`src/sv/itsf_pkg.sv`:
```
// ----------------------------------------------------------------------------
// itsf_pkg
// shared types and codes for the ice tuple selection unit
// ----------------------------------------------------------------------------
package itsf_pkg;

  // default depth of the tuple table
  localparam int unsigned MaxTuplesDefault = 8;

  // one stored tuple: remote ip, remote port, protocol, local port
  localparam int unsigned TupleW = 65;

  typedef enum logic [1:0] {
    OpBind   = 2'd0,
    OpRemove = 2'd1,
    OpForce  = 2'd2
  } op_e;

  typedef enum logic [1:0] {
    IceNew          = 2'd0,
    IceConnected    = 2'd1,
    IceCompleted    = 2'd2,
    IceDisconnected = 2'd3
  } ice_state_e;

  typedef enum logic [1:0] {
    EvNone         = 2'd0,
    EvConnected    = 2'd1,
    EvCompleted    = 2'd2,
    EvDisconnected = 2'd3
  } ice_event_e;

  // commands from the controller to the datapath
  typedef struct packed {
    logic load;    // capture the input beat, clear scan results
    logic scan;    // read one table entry
    logic commit;  // apply the operation, register the result
  } itsf_cmd_t;

endpackage

```
`src/sv/itsf_ctrl.sv`:
```
// ----------------------------------------------------------------------------
// itsf_ctrl
// sequencer: accept, table scan, drain, commit, result strobe
// ----------------------------------------------------------------------------
module itsf_ctrl import itsf_pkg::*; #(
  parameter int unsigned MAX_TUPLES = MaxTuplesDefault
) (
  input  logic                                              clk_i,
  input  logic                                              rst_ni,
  input  logic                                              start_i,
  output logic                                              busy_o,
  output logic                                              done_o,
  output itsf_cmd_t                                         cmd_o,
  output logic [((MAX_TUPLES > 1) ? $clog2(MAX_TUPLES) : 1)-1:0] rd_addr_o
);

  localparam int unsigned IdxW = (MAX_TUPLES > 1) ? $clog2(MAX_TUPLES) : 1;
  localparam logic [IdxW-1:0] LastIdx = IdxW'(MAX_TUPLES - 1);

  typedef enum logic [1:0] {
    IdleSt,
    ScanSt,
    DrainSt,
    CommitSt
  } ctrl_state_e;

  ctrl_state_e     state_q;
  logic [IdxW-1:0] cnt_q;
  logic            done_q;

  always_ff @(posedge clk_i or negedge rst_ni) begin
    if (!rst_ni) begin
      state_q <= IdleSt;
      cnt_q   <= '0;
      done_q  <= 1'b0;
    end else begin
      done_q <= 1'b0;
      case (state_q)
        IdleSt: begin
          if (start_i) begin
            state_q <= ScanSt;
            cnt_q   <= '0;
          end
        end
        ScanSt: begin
          if (cnt_q == LastIdx) begin
            state_q <= DrainSt;
          end else begin
            cnt_q <= cnt_q + IdxW'(1);
          end
        end
        DrainSt: begin
          state_q <= CommitSt;
        end
        CommitSt: begin
          state_q <= IdleSt;
          done_q  <= 1'b1;
        end
        default: begin
          state_q <= IdleSt;
        end
      endcase
    end
  end

  assign busy_o        = (state_q != IdleSt);
  assign done_o        = done_q;
  assign rd_addr_o     = cnt_q;
  assign cmd_o.load    = start_i && (state_q == IdleSt);
  assign cmd_o.scan    = (state_q == ScanSt);
  assign cmd_o.commit  = (state_q == CommitSt);

endmodule

```
`src/sv/itsf_dpath.sv`:
```
// ----------------------------------------------------------------------------
// itsf_dpath
// tuple table, age ranks, selection and link state, result registers
// ----------------------------------------------------------------------------
module itsf_dpath import itsf_pkg::*; #(
  parameter int unsigned MAX_TUPLES = MaxTuplesDefault
) (
  input  logic                                              clk_i,
  input  logic                                              rst_ni,
  input  itsf_cmd_t                                         cmd_i,
  input  logic [((MAX_TUPLES > 1) ? $clog2(MAX_TUPLES) : 1)-1:0] rd_addr_i,
  input  logic [1:0]                                        op_i,
  input  logic                                              use_candidate_i,
  input  logic                                              protocol_i,
  input  logic [15:0]                                       local_port_i,
  input  logic [31:0]                                       peer_addr_i,
  input  logic [15:0]                                       peer_port_i,
  output logic [1:0]                                        ice_state_o,
  output logic [1:0]                                        state_event_o,
  output logic                                              selected_valid_o,
  output logic [2:0]                                        selected_slot_o,
  output logic                                              selection_changed_o,
  output logic                                              tuple_known_o,
  output logic                                              table_full_o
);

  localparam int unsigned IdxW = (MAX_TUPLES > 1) ? $clog2(MAX_TUPLES) : 1;

  // tuple store, entries only match where the used bit is set
  logic [TupleW-1:0] mem_q [MAX_TUPLES];
  logic [TupleW-1:0] rd_data_q;
  logic [IdxW-1:0]   cmp_idx_q;
  logic              cmp_vld_q;

  // captured input beat
  logic [1:0]        op_q;
  logic              uc_q;
  logic [TupleW-1:0] key_q;

  // scan results
  logic              found_q, free_v_q, r0_v_q, r1_v_q;
  logic [IdxW-1:0]   found_idx_q, found_rank_q, free_idx_q, r0_idx_q, r1_idx_q;

  // session state
  ice_state_e        link_q, link_d;
  logic              sel_pres_q, sel_pres_d;
  logic [IdxW-1:0]   sel_idx_q, sel_idx_d;
  logic              used_q [MAX_TUPLES];
  logic              used_d [MAX_TUPLES];
  logic [IdxW-1:0]   rank_q [MAX_TUPLES];
  logic [IdxW-1:0]   rank_d [MAX_TUPLES];

  // result registers
  logic [1:0]        ice_state_q, state_event_q;
  logic              sel_valid_q, changed_q, known_q, full_q;
  logic [2:0]        sel_slot_q;

  logic              do_add, do_rem, do_sel, lose, full, changed, best_v;
  logic [IdxW-1:0]   sel_tgt, best_idx;
  ice_event_e        event_d;
  logic [IdxW+2:0]   sel_ext;
  logic              hit;

  // ---------------- scan ----------------

  always_ff @(posedge clk_i) begin
    if (cmd_i.scan) begin
      rd_data_q <= mem_q[rd_addr_i];
    end
    cmp_idx_q <= rd_addr_i;
    if (cmd_i.commit && do_add) begin
      mem_q[free_idx_q] <= key_q;
    end
  end

  always_ff @(posedge clk_i or negedge rst_ni) begin
    if (!rst_ni) begin
      cmp_vld_q <= 1'b0;
    end else begin
      cmp_vld_q <= cmd_i.scan;
    end
  end

  assign hit = used_q[cmp_idx_q] && (rd_data_q == key_q);

  always_ff @(posedge clk_i) begin
    if (cmd_i.load) begin
      op_q     <= op_i;
      uc_q     <= use_candidate_i;
      key_q    <= {peer_addr_i, peer_port_i, protocol_i, local_port_i};
      found_q  <= 1'b0;
      free_v_q <= 1'b0;
      r0_v_q   <= 1'b0;
      r1_v_q   <= 1'b0;
    end else if (cmp_vld_q) begin
      if (hit && !found_q) begin
        found_q      <= 1'b1;
        found_idx_q  <= cmp_idx_q;
        found_rank_q <= rank_q[cmp_idx_q];
      end
      // lowest free slot
      if (!used_q[cmp_idx_q] && !free_v_q) begin
        free_v_q   <= 1'b1;
        free_idx_q <= cmp_idx_q;
      end
      // newest and second newest tuples
      if (used_q[cmp_idx_q] && (rank_q[cmp_idx_q] == '0)) begin
        r0_v_q   <= 1'b1;
        r0_idx_q <= cmp_idx_q;
      end
      if (used_q[cmp_idx_q] && (rank_q[cmp_idx_q] == IdxW'(1))) begin
        r1_v_q   <= 1'b1;
        r1_idx_q <= cmp_idx_q;
      end
    end
  end

  // ---------------- commit ----------------

  // after removing the selected tuple the newest remaining one takes over
  assign best_v   = (found_rank_q == '0) ? r1_v_q : r0_v_q;
  assign best_idx = (found_rank_q == '0) ? r1_idx_q : r0_idx_q;

  always_comb begin
    link_d     = link_q;
    sel_pres_d = sel_pres_q;
    sel_idx_d  = sel_idx_q;
    event_d    = EvNone;
    do_add     = 1'b0;
    do_rem     = 1'b0;
    do_sel     = 1'b0;
    lose       = 1'b0;
    full       = 1'b0;
    changed    = 1'b0;
    sel_tgt    = found_idx_q;

    case (op_q)
      OpBind: begin
        if (!found_q) begin
          if (free_v_q) begin
            do_add  = 1'b1;
            sel_tgt = free_idx_q;
          end else begin
            full = 1'b1;
          end
        end
        if (link_q == IceNew || link_q == IceDisconnected) begin
          if (!full) begin
            do_sel  = 1'b1;
            link_d  = uc_q ? IceCompleted : IceConnected;
            event_d = uc_q ? EvCompleted : EvConnected;
          end
        end else if (uc_q && !full) begin
          do_sel = 1'b1;
          if (link_q == IceConnected) begin
            link_d  = IceCompleted;
            event_d = EvCompleted;
          end
        end
      end
      OpRemove: begin
        if (found_q) begin
          do_rem = 1'b1;
          if (sel_pres_q && (sel_idx_q == found_idx_q)) begin
            if (best_v) begin
              do_sel  = 1'b1;
              sel_tgt = best_idx;
            end else begin
              lose = 1'b1;
            end
          end
        end
      end
      OpForce: begin
        do_sel = found_q;
      end
      default: begin
      end
    endcase

    if (do_sel) begin
      changed    = !sel_pres_q || (sel_idx_q != sel_tgt);
      sel_pres_d = 1'b1;
      sel_idx_d  = sel_tgt;
    end
    if (lose) begin
      changed    = 1'b1;
      sel_pres_d = 1'b0;
      sel_idx_d  = '0;
      link_d     = IceDisconnected;
      event_d    = EvDisconnected;
    end

    // ranks stay dense: new tuple is rank zero, removal closes the gap
    for (int i = 0; i < MAX_TUPLES; i++) begin
      used_d[i] = used_q[i];
      rank_d[i] = rank_q[i];
      if (do_add) begin
        if (used_q[i]) begin
          rank_d[i] = rank_q[i] + IdxW'(1);
        end
        if (IdxW'(i) == free_idx_q) begin
          used_d[i] = 1'b1;
          rank_d[i] = '0;
        end
      end
      if (do_rem) begin
        if (IdxW'(i) == found_idx_q) begin
          used_d[i] = 1'b0;
        end else if (used_q[i] && (rank_q[i] > found_rank_q)) begin
          rank_d[i] = rank_q[i] - IdxW'(1);
        end
      end
    end
  end

  assign sel_ext = {3'b000, sel_idx_d};

  always_ff @(posedge clk_i or negedge rst_ni) begin
    if (!rst_ni) begin
      link_q     <= IceNew;
      sel_pres_q <= 1'b0;
      sel_idx_q  <= '0;
      for (int i = 0; i < MAX_TUPLES; i++) begin
        used_q[i] <= 1'b0;
      end
    end else if (cmd_i.commit) begin
      link_q     <= link_d;
      sel_pres_q <= sel_pres_d;
      sel_idx_q  <= sel_idx_d;
      for (int i = 0; i < MAX_TUPLES; i++) begin
        used_q[i] <= used_d[i];
      end
    end
  end

  always_ff @(posedge clk_i) begin
    if (cmd_i.commit) begin
      for (int i = 0; i < MAX_TUPLES; i++) begin
        rank_q[i] <= rank_d[i];
      end
      ice_state_q   <= link_d;
      state_event_q <= event_d;
      sel_valid_q   <= sel_pres_d;
      sel_slot_q    <= sel_pres_d ? sel_ext[2:0] : 3'b000;
      changed_q     <= changed;
      known_q       <= found_q;
      full_q        <= full;
    end
  end

  assign ice_state_o         = ice_state_q;
  assign state_event_o       = state_event_q;
  assign selected_valid_o    = sel_valid_q;
  assign selected_slot_o     = sel_slot_q;
  assign selection_changed_o = changed_q;
  assign tuple_known_o       = known_q;
  assign table_full_o        = full_q;

endmodule

```
`src/sv/ice_tuple_selection_fsm_unit.sv`:
```
// ----------------------------------------------------------------------------
// ice_tuple_selection_fsm_unit
// ice-lite link state and transport tuple selection for one session
// ----------------------------------------------------------------------------
//
// channel   direction  handshake             payload
// -------   ---------  --------------------  ----------------------------------
// request   in         start & !busy         op, use_candidate, protocol,
//                                            local_port, peer_addr, peer_port
// result    out        done_o (one cycle)    ice_state, state_event,
//                                            selected_valid, selected_slot,
//                                            selection_changed, tuple_known,
//                                            table_full
//
// each request beat takes MAX_TUPLES + 2 cycles of busy: the tuple table is a
// single-port memory that is scanned one slot per cycle (MAX_TUPLES cycles),
// one cycle drains the registered read, one cycle commits
// the result beat shows on done_o in the cycle after commit, when busy is
// already low, so a new request may be taken in that same cycle
// the receiver cannot stall: every result beat is taken as it appears
// reset is asynchronous, active low: state new, empty table, no selection
//
module ice_tuple_selection_fsm_unit import itsf_pkg::*; #(
  parameter int unsigned MAX_TUPLES = MaxTuplesDefault
) (
  input  logic        clk_i,
  input  logic        rst_ni,
  input  logic        start,
  output logic        busy,
  input  logic [1:0]  op_i,
  input  logic        use_candidate_i,
  input  logic        protocol_i,
  input  logic [15:0] local_port_i,
  input  logic [31:0] peer_addr_i,
  input  logic [15:0] peer_port_i,
  output logic        done_o,
  output logic [1:0]  ice_state_o,
  output logic [1:0]  state_event_o,
  output logic        selected_valid_o,
  output logic [2:0]  selected_slot_o,
  output logic        selection_changed_o,
  output logic        tuple_known_o,
  output logic        table_full_o
);

  localparam int unsigned IdxW = (MAX_TUPLES > 1) ? $clog2(MAX_TUPLES) : 1;

  itsf_cmd_t       cmd;
  logic [IdxW-1:0] rd_addr;

  // sequencer: owns the scan counter and the result strobe
  itsf_ctrl #(
    .MAX_TUPLES (MAX_TUPLES)
  ) u_ctrl (
    .clk_i     (clk_i),
    .rst_ni    (rst_ni),
    .start_i   (start),
    .busy_o    (busy),
    .done_o    (done_o),
    .cmd_o     (cmd),
    .rd_addr_o (rd_addr)
  );

  // table, ranks, selection, link state and result registers
  itsf_dpath #(
    .MAX_TUPLES (MAX_TUPLES)
  ) u_dpath (
    .clk_i               (clk_i),
    .rst_ni              (rst_ni),
    .cmd_i               (cmd),
    .rd_addr_i           (rd_addr),
    .op_i                (op_i),
    .use_candidate_i     (use_candidate_i),
    .protocol_i          (protocol_i),
    .local_port_i        (local_port_i),
    .peer_addr_i         (peer_addr_i),
    .peer_port_i         (peer_port_i),
    .ice_state_o         (ice_state_o),
    .state_event_o       (state_event_o),
    .selected_valid_o    (selected_valid_o),
    .selected_slot_o     (selected_slot_o),
    .selection_changed_o (selection_changed_o),
    .tuple_known_o       (tuple_known_o),
    .table_full_o        (table_full_o)
  );

`ifndef SYNTH
  // a result beat always closes a request that was in flight
  assert property (@(posedge clk_i) disable iff (!rst_ni)
    done_o |-> $past(busy))
    else $error("result beat without a request in flight");

  // an accepted request keeps the unit busy in the next cycle
  assert property (@(posedge clk_i) disable iff (!rst_ni)
    (start && !busy) |=> (busy && !done_o))
    else $error("request accepted but unit not busy");

  // a dropped tuple leaves selection and state untouched
  assert property (@(posedge clk_i) disable iff (!rst_ni)
    (done_o && table_full_o) |->
      (!tuple_known_o && !selection_changed_o && (state_event_o == EvNone)))
    else $error("dropped tuple changed the session");

  // no selection reads as slot zero, and losing it means disconnected
  assert property (@(posedge clk_i) disable iff (!rst_ni)
    (done_o && !selected_valid_o) |->
      ((selected_slot_o == 3'b000) &&
       (!selection_changed_o || (ice_state_o == IceDisconnected))))
    else $error("inconsistent empty selection");
`endif

endmodule

```
`config.mk`:
```
export PLATFORM = sky130hd
export DESIGN_NAME = ice_tuple_selection_fsm_unit
export DESIGN_NICKNAME = d
export VERILOG_FILES = /design/src/sv/itsf_pkg.sv /design/src/sv/itsf_ctrl.sv /design/src/sv/itsf_dpath.sv /design/src/sv/ice_tuple_selection_fsm_unit.sv
export SDC_FILE = /design/constraint.sdc
export NUM_CORES = 1
export LEC_CHECK = 0
export BUFFER_PORTS_ARGS = -buffer_cell sky130_fd_sc_hd__buf_2
export CELL_PAD_IN_SITES_DETAIL_PLACEMENT = 0
export CELL_PAD_IN_SITES_GLOBAL_PLACEMENT = 2
export CORE_ASPECT_RATIO = 0.9
export CORE_UTILIZATION = 30
export DETAILED_ROUTE_END_ITERATION = 10
export PLACE_DENSITY = 0.55
export SYNTH_ARGS = -nofsm -noshare
export SYNTH_HDL_FRONTEND = slang
export SYNTH_SLANG_ARGS = --single-unit
```
`constraint.sdc`:
```
create_clock -name clk_i -period 12.2 [get_ports clk_i]
set_input_delay 1.22 -clock clk_i [delete_from_list [all_inputs] [get_ports clk_i]]
set_output_delay 1.22 -clock clk_i [all_outputs]
set_load 0.005 [all_outputs]
```
==> impl_metrics.env <==
export IMPL_status="finished, final reports clean"
export IMPL_synth_main_ff_cell="edfxtp_1"
export IMPL_wire_per_inst_um=23.50
export IMPL_crit_top_cell="buf_4"
export IMPL_crit_required_ps=12450
export IMPL_cts_setup_buffers=0
export IMPL_dr_first_iter_drc_count=885
export IMPL_yosysTopAreaCell="edfxtp_1"
export IMPL_synth_edf_count=703
export IMPL_insertedDiodeCount=0
export IMPL_final_cell_mix="703 x edfxtp_1, 134 x mux4_2, 83 x buf_2, 82 x clkbuf_16, 70 x mux2_2"
export IMPL_die_y_um=298.4
export IMPL_syn_num_nets=1591
export IMPL_cp_max_fo=46
export IMPL_grt_pass1_vias=14960
export IMPL_grt_max_degree=61
export IMPL_core_mm2=0.09662
export IMPL_yosys_warnings=0
export IMPL_cpPeakStageDelay_ps=800
export IMPL_final_core_util=0.3515
export IMPL_synthesis_area_mm2=0.02928
export IMPL_num_vias=14090
export IMPL_drc=0
export IMPL_synthDistinctLibCells=71
export IMPL_final_nets=1725
export IMPL_cts_tree="yes"
export IMPL_ant_nets=0
export IMPL_period_needed_ps=3484
export IMPL_die_area_mm2=0.09885
export IMPL_postSynthAreaPerCell_um2=19.90
export IMPL_layout_commonest_cell="edfxtp_1"
export IMPL_finalHoldViolCount=0
export IMPL_synth_seq_cells=731
export IMPL_finClkSkew_ps=20.36
export IMPL_clk_pin_slew_worst_paths_ps=60
export IMPL_crit_path_end_kind="flop"
export IMPL_hp_class="reg2reg"
export IMPL_drv_cap=0
export IMPL_drt_wl_total_mm=69.02
export IMPL_worstMarginPinSlew_ps=1048
export IMPL_clockBufferDepth=3
export IMPL_die_x_um=331.3
export IMPL_drt_first_pass_iters=5
export IMPL_grt_pass1_wl_mm=102.2
export IMPL_cts_sinks=731
export IMPL_ctsHoldBuffers=0
export IMPL_io_pins=84
export IMPL_io_buffers=83
export IMPL_antenna_found_initial=2
export IMPL_cts_root_buf="clkbuf_16"
export IMPL_synth_area_leaders="edfxtp_1 72%, mux4_2 10%, mux2_2 2.7%"
export IMPL_drive_gt1_frac=0.2697
export IMPL_critPathLaunchType="flop"
export IMPL_crit_chain="nor4b_4, buf_4, nand2_1, nor2_1, and2_4, buf_4"
export IMPL_final_setup_viol_count=0
export IMPL_seq_area_frac_synth=0.7438
export IMPL_overflow=0
export IMPL_critPathSlowestCell="buf_4"
export IMPL_period_share=0.2856
export IMPL_htreeDepth=3
export IMPL_leakagePower_nw=11.01
export IMPL_drv_slew=0
export IMPL_critPathArrivalTime_ps=3730
export IMPL_async_reset_ff_frac=0.02873
export IMPL_grt_use_total=0.1410
export IMPL_power_density_mw_per_mm2=216.2
export IMPL_initial_core_util=0.3030
export IMPL_vias_per_cell=4.797
export IMPL_slew_headroom=0.3010
export IMPL_cts_resized_gates=0
export IMPL_cts_buffers=81
export IMPL_rows=108
export IMPL_vdd_drop_max_mv=0.09605
export IMPL_gp_congestion=0.7592
export IMPL_rsz0062_at_grt="false"
export IMPL_final_setup_tns_ps=0
export IMPL_yosys_area_top_type_share=0.7210
export IMPL_clkLatencyLatePin_ps=640
export IMPL_syn2layout_area_growth_pct=16.00
export IMPL_postSynthCellCount=1471
export IMPL_crit_type="reg2reg"
export IMPL_fmax_mhz=287.0
export IMPL_hpwl_mm=39.76
## cell type report
class | count | area [µm²]
fillers | 8979 | 62660
well taps | 1265 | 1583
inverters | 60 | 227.7
clock buffers | 102 | 2127
flip-flops and latches | 731 | 21790
repair buffers | 101 | 550.5
multi-input cells | 630 | 7072
clock inverters | 48 | 614.3
## report_power, final
part	total [W]	internal (W)	switching (W)	leakage, nW
clock	0.00252	0.00149	0.00103	1.31
sequential	0.00347	0.00316	0.000312	6.70
combinational	0.00135	0.000650	0.000702	3.00
## registers in the layout, summed over array words and instances, names as in the netlist, 2 cells and up
signal,flops
u_dpath.link_q,2
u_dpath.sel_idx_q,3
u_dpath.rank_q,24
u_dpath.cmp_idx_q,3
u_dpath.found_rank_q,3
u_dpath.ice_state_o,2
u_dpath.used_q,8
u_ctrl.state_q,2
u_dpath.r1_idx_q,3
u_dpath.found_idx_q,3
u_ctrl.rd_addr_o,3
u_dpath.mem_q,520
u_dpath.rd_data_q,65
u_dpath.selected_slot_o,3
u_dpath.free_idx_q,3
u_dpath.state_event_o,2
u_dpath.r0_idx_q,3
u_dpath.op_q,2
u_dpath.key_q,65
## cells by family after synthesis
logic type / count (synthesis) / share of synthesized area
buffers and inverters: 110 / 0.01624
DFF: 731 / 0.7438
and+or+nand+nor: 166 / 0.03115
muxes: 218 / 0.1372
AOI/OAI and AO/OA: 129 / 0.03038
xor gates and xnor gates: 68 / 0.02034
adders and majority gates: 49 / 0.02094
## cells in the mapped netlist (4+ instances only)
| cell | number |
|---|---|
| buf_2 | 17 |
| nand2_1 | 28 |
| ha_1 | 49 |
| a21oi_1 | 31 |
| a211o_1 | 5 |
| mux2_2 | 70 |
| and3_1 | 4 |
| xor2_1 | 40 |
| nor2b_1 | 13 |
| clkbuf_1 | 21 |
| a22o_1 | 5 |
| nor2_1 | 38 |
| dfxtp_1 | 7 |
| a2bb2oi_1 | 4 |
| nand3_1 | 23 |
| mux2i_1 | 9 |
| dfrtp_1 | 21 |
| edfxtp_1 | 703 |
| o21ai_0 | 24 |
| nor4_1 | 10 |
| a32oi_1 | 4 |
| xnor2_1 | 28 |
| a31oi_1 | 11 |
| nand2b_1 | 6 |
| inv_1 | 60 |
| nand4_1 | 10 |
| o22a_1 | 4 |
| mux4_1 | 4 |
| nor3_1 | 7 |
| buf_4 | 4 |
| o2bb2ai_1 | 4 |
| o2111ai_1 | 6 |
| mux4_2 | 134 |
| and2_1 | 7 |
## metal layers
| layer | share of wire | wire [µm] | track usage |
|---|---|---|---|
| met1 | 0.48 | 33170 | 0.2010 |
| met2 | 0.46 | 31900 | 0.2223 |
| met3 | 0.037 | 2558 | 0.02550 |
| met4 | 0.020 | 1388 | 0.03610 |
| met5 | 0 | 0 | 0 |
## stage by stage
stage / power (W) / cell area, µm² / hold WS, ps / std cells / setup slack, ps
final: 0.007341 / 33960 / 545.1 / 2937 / 8716
after floorplan: 0.004402 / 29280 / 366.1 / 1471 / 7295
after CTS: 0.007460 / 33960 / 550.7 / 2937 / 8649
after global placement: 0.004908 / 31220 / 526.4 / 2787 / 8676
after detailed placement: 0.004913 / 31220 / 538.5 / 2787 / 8697
after global routing: 0.007674 / 33960 / 568.4 / 2937 / 8481
## worst paths after layout
check	endpoint	slack, ps	depth (start not counted)	start
worst min-delay path	u_dpath.r1_v_q	550	1	u_dpath.r1_v_q
min in group asynchronous	u_dpath.used_q[0]	630	1	rst_ni
worst max-delay path	u_dpath.mem_q[6][52]	8720	6	u_dpath.op_q[0]
worst min register to register	u_dpath.r1_v_q	550	1	u_dpath.r1_v_q
worst max register to register	u_dpath.mem_q[6][52]	8720	6	u_dpath.op_q[0]
max in group asynchronous	u_ctrl.rd_addr_o[1]	11050	1	rst_ni
## worst max-delay path, delay by kind of cell (launching register included)
family | cells | cell delay (ps)
AND/OR/NAND/NOR | 4 | 1350
flip-flops | 1 | 500
buffers and inverters | 2 | 1200
Note: power is estimated with default switching activity, not from simulation.
